--- config.mk ---
export PLATFORM = sky130hd
export DESIGN_NAME = pulse_period_duty_capture_top
export DESIGN_NICKNAME = d
export VERILOG_FILES = /design/src/rtl/ppdc_pkg.sv /design/src/rtl/pulse_period_duty_capture_top.sv
export SDC_FILE = /design/constraint.sdc
export NUM_CORES = 1
export LEC_CHECK = 0
export BUFFER_PORTS_ARGS = -buffer_cell sky130_fd_sc_hd__buf_2
export CELL_PAD_IN_SITES_DETAIL_PLACEMENT = 1
export CELL_PAD_IN_SITES_GLOBAL_PLACEMENT = 2
export CORE_UTILIZATION = 24
export DETAILED_ROUTE_END_ITERATION = 8
export HOLD_SLACK_MARGIN = 0.08
export PLACE_DENSITY = 0.63
export SLEW_MARGIN = 20
export SYNTH_ARGS = -nofsm -noshare
export SYNTH_HDL_FRONTEND = slang
export SYNTH_SLANG_ARGS = --single-unit
--- constraint.sdc ---
create_clock -name clk -period 19.1 [get_ports clk]
set_input_delay 3.82 -clock clk [delete_from_list [all_inputs] [get_ports clk]]
set_output_delay 3.82 -clock clk [all_outputs]
set_load 0.005 [all_outputs]
--- src/rtl/ppdc_pkg.sv ---
`default_nettype none
// ----------------------------------------------------------------------------
// ppdc_pkg
// Shared types and constants for the pulse period and duty capture block.
// ----------------------------------------------------------------------------
package ppdc_pkg;

  localparam int TIME_W      = 32;
  localparam int IN_TUSER_W  = 3;
  localparam int OUT_TDATA_W = 2 * TIME_W;

  // in_tuser bit positions
  localparam int IU_LEVEL   = 0;
  localparam int IU_TIMEOUT = 1;
  localparam int IU_OVERRUN = 2;

  typedef enum logic [1:0] {
    ST_IDLE = 2'd0,
    ST_ROSE = 2'd1,
    ST_FELL = 2'd2
  } edge_state_t;

endpackage : ppdc_pkg
`default_nettype wire

--- src/rtl/pulse_period_duty_capture_top.sv ---
// Pipeline: an input beat passes the input register, then the result
//   register.
// Throughput: one input beat per cycle while the result register is not stalled;
//   it is the only stall point, and an item that yields no result still uses the input register.
// Reset (rst_n low, synchronous): edge state to idle, measure_duty to 0,
//   both pipeline stages emptied.
`default_nettype none
// ----------------------------------------------------------------------------
// pulse_period_duty_capture_top
// Edge-capture stream in, period and high-width stream out. Captured times
// are wrap-corrected, then a rise/fall tracker forms the differences.
// ----------------------------------------------------------------------------
module pulse_period_duty_capture_top
  import ppdc_pkg::*;
#(
  parameter int COUNTER_BITS = 24
) (
  input  wire logic                   clk,
  input  wire logic                   rst_n,
  // input stream
  input  wire logic                   in_tvalid,
  output logic                        in_tready,
  input  wire logic [TIME_W-1:0]      in_tdata,   // [31:0] capture_time
  input  wire logic [IN_TUSER_W-1:0]  in_tuser,   // [0] level, [1] timeout_pending,
                                                  // [2] capture_overrun
  // result stream
  output logic                        out_tvalid,
  input  wire logic                   out_tready,
  output logic [OUT_TDATA_W-1:0]      out_tdata,  // [31:0] period, [63:32] pulse_width
  output logic                        out_tuser,  // [0] width_valid
  // configuration
  input  wire logic                   cfg_valid,
  output logic                        cfg_ready,
  input  wire logic                   cfg_data    // measure_duty
);

  localparam int CycleBits = TIME_W - COUNTER_BITS;

  logic                    mode_r;
  edge_state_t             state_r, state_nxt;
  logic [TIME_W-1:0]       rise_r, rise_nxt;
  logic [TIME_W-1:0]       fall_r, fall_nxt;

  logic                    s1_valid_r;
  logic [TIME_W-1:0]       s1_time_r;
  logic                    s1_level_r;
  logic                    s1_tmo_r;
  logic                    s1_ovr_r;

  logic                    out_valid_r, out_valid_nxt;
  logic [TIME_W-1:0]       period_r, period_nxt;
  logic [TIME_W-1:0]       width_r, width_nxt;
  logic                    wvalid_r, wvalid_nxt;

  logic                    s2_ready;
  logic                    fire;
  logic                    emit;
  logic                    high;
  logic [CycleBits-1:0]    cyc_dec;
  logic [TIME_W-1:0]       t_adj;

  assign cfg_ready  = 1'b1;
  assign s2_ready   = !out_valid_r || out_tready;
  assign in_tready  = !s1_valid_r || s2_ready;
  assign fire       = s1_valid_r && s2_ready;

  assign out_tvalid = out_valid_r;
  assign out_tdata  = {width_r, period_r};
  assign out_tuser  = wvalid_r;

  // wrap-cycle correction
  assign cyc_dec = s1_time_r[TIME_W-1:COUNTER_BITS] - CycleBits'(1);
  always_comb begin
    if (s1_tmo_r && s1_time_r[COUNTER_BITS-1]) begin
      t_adj = {cyc_dec, s1_time_r[COUNTER_BITS-1:0]};
    end else begin
      t_adj = s1_time_r;
    end
  end

  assign high = mode_r ? s1_level_r : 1'b1;

  // edge tracker
  always_comb begin
    state_nxt  = state_r;
    rise_nxt   = rise_r;
    fall_nxt   = fall_r;
    emit       = 1'b0;
    period_nxt = rise_r - t_adj;
    width_nxt  = '0;
    wvalid_nxt = 1'b0;
    if (fire) begin
      if (s1_ovr_r) begin
        state_nxt = ST_IDLE;
      end else begin
        case (state_r)
          ST_ROSE: begin
            if (!high) begin
              if (mode_r) begin
                fall_nxt  = t_adj;
                state_nxt = ST_FELL;
              end else begin
                state_nxt = ST_IDLE;
              end
            end else if (mode_r) begin
              rise_nxt = t_adj;
            end else begin
              emit     = 1'b1;
              rise_nxt = t_adj;
            end
          end
          ST_FELL: begin
            if (!high) begin
              state_nxt = ST_IDLE;
            end else begin
              emit       = 1'b1;
              width_nxt  = mode_r ? (rise_r - fall_r) : '0;
              wvalid_nxt = mode_r;
              rise_nxt   = t_adj;
              state_nxt  = ST_ROSE;
            end
          end
          default: begin
            if (high) begin
              rise_nxt  = t_adj;
              state_nxt = ST_ROSE;
            end else begin
              state_nxt = ST_IDLE;
            end
          end
        endcase
      end
    end
  end

  always_comb begin
    out_valid_nxt = out_valid_r;
    if (s2_ready) begin
      out_valid_nxt = fire && emit;
    end
  end

  // control
  always_ff @(posedge clk) begin
    if (!rst_n) begin
      mode_r      <= 1'b0;
      state_r     <= ST_IDLE;
      s1_valid_r  <= 1'b0;
      out_valid_r <= 1'b0;
    end else begin
      if (cfg_valid && cfg_ready) begin
        mode_r <= cfg_data;
      end
      state_r     <= state_nxt;
      out_valid_r <= out_valid_nxt;
      if (in_tready) begin
        s1_valid_r <= in_tvalid;
      end
    end
  end

  // payload
  always_ff @(posedge clk) begin
    rise_r <= rise_nxt;
    fall_r <= fall_nxt;
    if (in_tvalid && in_tready) begin
      s1_time_r  <= in_tdata;
      s1_level_r <= in_tuser[IU_LEVEL];
      s1_tmo_r   <= in_tuser[IU_TIMEOUT];
      s1_ovr_r   <= in_tuser[IU_OVERRUN];
    end
    if (fire && emit) begin
      period_r <= period_nxt;
      width_r  <= width_nxt;
      wvalid_r <= wvalid_nxt;
    end
  end

endmodule : pulse_period_duty_capture_top
`default_nettype wire

Yosys cells after proc, flatten, opt, wreduce, memory -nomap -nowiden
Cells that the tools add are included.
{"block": "word_totals", "register_bits": 169, "latch_bits": 0, "ramBits": 0, "rom_bits": 0, "out_inout_bits": 68, "elab_cells": 50, "n_memories": 0}
{"block": "op_classes", "addsub": 3, "multipliers": 0, "div_mod_pow": 0, "order_cmp": 0, "n_eq_ne": 3, "shifts": 0, "n_mux": 13, "n_bitwise": 5, "reduce_logical": 13}
{"cell": "subtractor 32 bit", "count": 2}
{"cell": "2-to-1 mux 32 bit", "count": 1}
{"cell": "2-to-1 mux 2 bit", "count": 4}
{"cell": "subtractor 8 x 1 -> 8 bit (second input constant)", "count": 1}
{"cell": "2-to-1 mux 1 bit", "count": 7}
{"cell": "NOT 1 bit", "count": 5}
{"cell": "AND reduction 5 bit", "count": 1}
{"cell": "OR reduction 5 bit", "count": 1}
{"cell": "logical AND 1 bit", "count": 4}
{"cell": "OR reduction 4 bit", "count": 1}
{"cell": "inequality test 3 bit (second input constant)", "count": 1}
{"cell": "AND reduction 3 bit", "count": 1}
{"cell": "== test 2 x 1 -> 1 bit (second input constant)", "count": 1}
{"cell": "== test 2 bit (second input constant)", "count": 1}
{"cell": "zero test 1 bit", "count": 2}
{"cell": "logical OR 1 bit", "count": 2}
{"cell": "case mux 1 bit (2 select lines)", "count": 1}
{"cell": "AND reduction 2 bit", "count": 1}

Longest topological paths before layout
Gate-level depths: netlist (run 1).
{"block": "depth", "ltp_word": 6, "mapped_depth": 13, "ltp_nobuf": 13}

Worst setup path before layout (run 1)
Ideal clock, no wire load.
{"block": "synth_path", "kind": "input to register", "from": "input out_tready", "to": "register wvalid_r, in the netlist out_tuser (enable)", "setup_time_ps": 584, "t_arrival_ps": 11093, "setup_slack_ps": 7423, "cell_stages": 4, "cell_sequence": "nand2b_1 > nand2_1 > nor3_1 > nor3b_1"}
{"block": "synth_via", "elab_chain_len": 4}
{"item": "from (decl)", "line": "pulse_period_duty_capture_top.sv:28", "text": "input wire logic out_tready,"}
{"item": "logical OR 1 bit *", "line": "pulse_period_duty_capture_top.sv:63", "text": "assign s2_ready = !out_valid_r || out_tready;"}
{"item": "logical AND 1 bit *", "line": "pulse_period_duty_capture_top.sv:65", "text": "assign fire = s1_valid_r && s2_ready;"}
{"item": "2-to-1 mux 1 bit", "line": "pulse_period_duty_capture_top.sv:92", "text": "if (fire) begin"}
{"item": "logical AND 1 bit *", "line": "pulse_period_duty_capture_top.sv:172", "text": "if (fire && emit) begin"}
{"item": "to (signal assigned)", "line": "pulse_period_duty_capture_top.sv:175", "text": "wvalid_r <= wvalid_nxt;"}
{"item": "to (decl)", "line": "pulse_period_duty_capture_top.sv:53", "text": "logic wvalid_r, wvalid_nxt;"}
Mark *: on every way between the ends. The rest lies on a longest branch, timed or not.
A chain may end at the register's enable or synchronous reset.

Final worst setup path (run 1)
{"block": "layout_path", "from": "input out_tready", "to": "output in_tready"}
{"block": "layout_via", "elab_chain_len": 2}
{"item": "logical OR 1 bit", "line": "pulse_period_duty_capture_top.sv:63"}
{"item": "logical OR 1 bit", "line": "pulse_period_duty_capture_top.sv:64", "text": "assign in_tready = !s1_valid_r || s2_ready;"}
{"item": "to (decl)", "line": "pulse_period_duty_capture_top.sv:22", "text": "output logic in_tready,"}
No other way between the ends.

==> results of run 1 <==
## logic make-up (layout without fill, tap and decap cells)
| kind of cell | count (synthesis) | after routing | share of synthesized area |
|---|---|---|---|
| adder cells (fa/ha/maj) | 66 | 66 | 0.0929 |
| AND/OR/NAND/NOR | 210 | 210 | 0.111 |
| flip-flops | 169 | 169 | 0.557 |
| other | 1 | 1 | 0.000416 |
| multiplexers | 1 | 1 | 0.00111 |
| AO/OA/AOI/OAI | 186 | 186 | 0.134 |
| XOR/XNOR | 62 | 62 | 0.0602 |
| buffers and inverters | 100 | 226 | 0.0432 |
## metal layers
metal | vias up | share of wire | global-route usage
met5 | - | 0 | 0
met1 | 2887 | 0.55 | 0.176
met2 | 64 | 0.41 | 0.167
met3 | 11 | 0.026 | 0.0248
met4 | 0 | 0.011 | 0.0347
li1 | 3094 | - | -
## area by class of cell
| class | count | area [um2] | area share |
|---|---|---|---|
| clock inverter | 15 | 191 | 0.0179 |
| timing repair buffer | 111 | 566 | 0.0528 |
| multi-input combinational | 526 | 3610 | 0.337 |
| tap | 468 | 586 | 0.0546 |
| clock buffer | 17 | 425 | 0.0397 |
| inverter | 83 | 312 | 0.0291 |
| sequential | 169 | 5020 | 0.469 |
## worst paths after layout
path | endpoint | slack [ps] | cells after the start
max | in_tready | 10930 | 4
min | state_r[1] | 480 | 2
max reg2reg | period_r[31] | 15510 | 10
min reg2reg | state_r[1] | 480 | 2
## power by group through the flow
| stage | Combinational (W) | Clock [W] | Sequential (W) |
|---|---|---|---|
| after floorplan | 0.0000575 | 0 | 0.000428 |
| after detailed placement | 0.0000790 | 0 | 0.000431 |
| after global placement | 0.0000782 | 0 | 0.000431 |
| final | 0.0000789 | 0.000364 | 0.000422 |
| after global routing | 0.0000892 | 0.000387 | 0.000423 |
| after CTS | 0.0000800 | 0.000377 | 0.000423 |
## flip-flops by register name, indices dropped and copies added, names as in the netlist
name,count
s1_tmo_r,1
s1_level_r,1
fall_r,32
mode_r,1
out_tuser,1
width_r,32
period_r,32
s1_ovr_r,1
state_r,2
rise_r,32
out_tvalid,1
s1_valid_r,1
s1_time_r,32
## through the flow
step | instances | total power [W] | hold WS (ps) | utilization | cell area, um2
after floorplan | 795 | 0.000486 | 445 | - | 9010
after global placement | 1357 | 0.000509 | 473 | 0.275 | 10100
after detailed placement | 1357 | 0.000510 | 476 | 0.275 | 10100
after CTS | 1389 | 0.000879 | 488 | 0.291 | 10700
after global routing | 1389 | 0.000899 | 502 | 0.291 | 10700
final | 1389 | 0.000865 | 480 | 0.291 | 10700
## critical path: stages
cell and delay, ps:
buf_2 100, nor2b_1 190, nand2_1 100, buf_2 130
## placed cells by master (no fill, tap or decap), types with 7 or more instances in the layout
master / count
edfxtp_1: 164
buf_2: 107
inv_1: 83
nor2_1: 67
a21oi_1: 63
ha_1: 62
nand2_1: 48
xnor2_1: 42
o21ai_0: 29
a21o_1: 20
xor2_1: 20
nand3_1: 19
clkbuf_16: 17
o21a_1: 15
nand2b_1: 15
nor2b_1: 14
nor3_1: 8
o31a_1: 7
nand4_1: 7
o211ai_1: 7
and3_1: 7
==> flow_summary.ini, run 1 <==
[sta]
layout_min_cycle_time_ps = 8170
slew_violations = 0
fin_ws_ps = 10930
setup_viol = 0
period_share = 0.428
relSlewSlack = 0.377
worst_pin_slew_ps = 935
clock_skew_ps = 9.11
rsz0062_at_grt = no
fmaxAchievable_ghz = 0.122
hold_viol = 0
setup-tns-final_ps = 0

[die]
io_pins = 109
std_cell_rows = 70
initial_core_util = 0.245
fp.dieH_um = 196
die_w_um = 196
core_area_um2 = 36800
die_area_um2 = 38300

[global_routing]
grt_pass1_wl_mm = 34.7
grt_max_degree = 66
grt-ovfl-total = 0
track_usage = 0.117
antenna_found_initial = 0
grt_pass1_vias = 6274

[worst_setup_path]
worstPathArrival_ps = 4350
cp.required_ps = 15280
critPathKind = primary input to primary output
r2r_start = rise_r[6]
crit_path_start_kind = primary input
end_kind = primary output
critical_path.startpoint = out_tready
path_max_fanout = 3

[logic_synthesis]
synth_area_per_cell_um2 = 11.3
yosys-top-cells-count = 164 x edfxtp_1, 83 x inv_1, 67 x nor2_1, 63 x a21oi_1, 62 x ha_1
yosysUniqueCellTypes = 58
yosys-top-cells-area = edfxtp_1 55%, ha_1 8.6%, xnor2_1 4.1%
ys.flop_type = edfxtp_1
ys_seq_elements = 169
ys_warn_count = 0
yosys.area.top_type_share = 0.546
synthCells = 795
post-synth-top-count-cell = edfxtp_1
netlist_area_um2 = 9010
synth_top_area_cell = edfxtp_1
synthArstFlopShare = 0
synth_edf_count = 164
yosysSeqAreaShare = 0.557
syn-num-nets = 900

[clock_tree]
clkTransAtPathRegs_ps = 70
clk_latency_ps = 440
cts_buffers = 17
cts_max_level = 4
cts_resized = 0
clkSinkCount = 169
hold_buffers = 0
cts_tree = yes
post_cts_buffers = 0
cts_buffer_depth = 2
root_buffer = clkbuf_16

[power_and_ir_drop]
p_int_w = 0.000659
seqPwrFrac = 0.488
total_leakage_power_nw = 4.15
p_switching_w = 0.000207
p_sw_frac = 0.239
powerDensity_nw_per_um2 = 80.7
clockPowerShare = 0.421
comb_power_share = 0.091
max-vdd-ir-drop_mv = 0.0422

[routing]
remaining_drc_errors = 0
wl_per_cell_um = 15.8
wirelength_mm = 22.0
dr.pass1.iters = 4
vias = 6056
drt_iter0_drc = 238
antenna_left = 0
routed_via_density = 4.36

[final_layout]
drive_gt1_frac = 0.173
fin_nets = 1013
area_growth_pct = 18.9
num-fill-cells = 4134
diodes = 0

[outcome]
outcome = finished, final reports clean

[placement]
place_ws_ps = 10930
numPortBuffers = 107
place_congestion = 0.773
dp_hpwl_mm = 16.7

[min_path]
min_path_type = register to register
hp-start = state_r[1]

[flow_run]
cap_violations = 0
Power figures use the tool's default switching activity.
==> run 2, diff against run 1 <==
==> constraint.sdc (replaced) <==
create_clock -name clk -period 8.5 [get_ports clk]
set_input_delay 1.7 -clock clk [delete_from_list [all_inputs] [get_ports clk]]
set_output_delay 1.7 -clock clk [all_outputs]
set_load 0.005 [all_outputs]
==> run 2 against run 1 <==
  * Clock skew decreased by 1.1 ps
  * Cell area increased by 0.19%
  * Wire length decreased by 1.0%
  * Sequential share of layout area decreased by 0.087 points
  * Via count increased by 0.63%
  * Worst setup slack got worse by 6300 ps
  * Combinational power increased by 130%
  * Core utilization increased by 0.054 points
  * Global-route usage decreased by 0.087 points
  * Cell count about the same
  * Hold slack got worse by 1.8 ps
  * Critical endpoint unchanged
==> flow_summary.ini, run 2 (synthesis gave the netlist of run 1 again) <==
[outcome]
outcome = finished, final reports clean

[worst_setup_path]
cp.required_ps = 6800
end_kind = primary output
critPathKind = primary input to primary output
r2r-end = period_r[31]
rr_worst_depth = 10
r2r_start = rise_r[6]
crit_path_start_kind = primary input
path_max_fanout = 3
worstPathArrival_ps = 2220
r2r_slack_ps = 5030

[sta]
hold_viol = 0
rsz0062_at_grt = no
layout_min_cycle_time_ps = 3920
clock_skew_ps = 7.98
relSlewSlack = 0.346
period_share = 0.461
fmaxAchievable_ghz = 0.255
setup_viol = 0
setup-tns-final_ps = 0
whs_ps = 478
worst_pin_slew_ps = 981
fin_ws_ps = 4580
slew_violations = 0

[routing]
vias = 6094
antenna_left = 0
drt_iter0_drc = 247
wirelength_mm = 21.7
wl_per_cell_um = 15.6
routed_via_density = 4.38
remaining_drc_errors = 0
dr.pass1.iters = 4

[die]
io_pins = 109
initial_core_util = 0.245
std_cell_rows = 70
die_area_um2 = 38300
fp.dieH_um = 196
core_area_um2 = 36800
die_w_um = 196

[clock_tree]
cts_tree = yes
clkTransAtPathRegs_ps = 60
post_cts_buffers = 0
cts_resized = 0
cts_buffers = 17
clkSinkCount = 169
hold_buffers = 0
cts_buffer_depth = 2
root_buffer = clkbuf_16
cts_max_level = 4
clk_latency_ps = 440

[final_layout]
area_growth_pct = 19.1
final_cell_mix = 164 x edfxtp_1, 107 x buf_2, 83 x inv_1
num-fill-cells = 4121
multi_input_area_um2 = 3620
fin_nets = 1014
stdcell_count = 1390
drive_gt1_frac = 0.170
regArea_um2 = 5020
final_common_cell = edfxtp_1
diodes = 0
fin_area_um2 = 10700

[power_and_ir_drop]
total_leakage_power_nw = 4.16
powerDensity_nw_per_um2 = 182
max-vdd-ir-drop_mv = 0.104

[min_path]
hold_depth = 0
hp-start = s1_time_r[11]
min_path_type = register to register
holdPathEnd = fall_r[11]

[placement]
place_area_um2 = 10100
place_ws_ps = 4590
dp_cells = 1358
place_congestion = 0.773
dp_hpwl_mm = 16.8
numPortBuffers = 107

[global_routing]
grt_pass1_vias = 6239
track_usage = 0.116
grt_pass1_wl_mm = 34.4
antenna_found_initial = 0
grt_max_degree = 42
grt-ovfl-total = 0

[flow_run]
cap_violations = 0
-- run 2: worst max path at each step --
stage	start	to	slack, ps	cells after the start
finish	out_tready	in_tready	4580	4
global route	out_tready	in_tready	4560	4
floorplan	out_tready	out_tuser	1000	4
detailed placement	out_tready	in_tready	4590	4
global placement	out_tready	in_tready	4620	4
CTS	out_tready	in_tready	4590	4
-- run 2: area by class of cell --
| class | count | area share |
|---|---|---|
| Clock buffer | 17 | 0.0396 |
| Clock inverter | 15 | 0.0184 |
| Inverter | 83 | 0.0290 |
| Multi-Input combinational cell | 526 | 0.337 |
| Sequential cell | 169 | 0.468 |
| Tap cell | 468 | 0.0545 |
| Timing Repair Buffer | 112 | 0.0534 |
-- run 2: metal layers --
layer	global-route usage	vias to the layer above	share of wire
li1	-	3089	-
met1	0.172	2903	0.55
met2	0.171	85	0.41
met3	0.0199	17	0.027
met4	0.0373	0	0.012
met5	0	-	0
-- run 2: where the power goes --
group / internal [W] / leakage [nW] / total (W) / switching [W]
logic: 0.0000746 / 2.38 / 0.000178 / 0.000103
clock network: 0.000491 / 0.293 / 0.000822 / 0.000331
registers: 0.000936 / 1.48 / 0.000949 / 0.0000126
-- run 2: worst max-delay path, cell delays in order --
cell	delay [ps]
buf_2	100
nor2b_1	190
nand2_1	90
buf_2	130
-- run 2: per-stage QoR --
stage / utilization / power [W]
detailed placement: 0.275 / 0.00115
floorplan: - / 0.00109
finish: 0.292 / 0.00195
global route: 0.292 / 0.00203
CTS: 0.292 / 0.00198
global placement: 0.275 / 0.00114
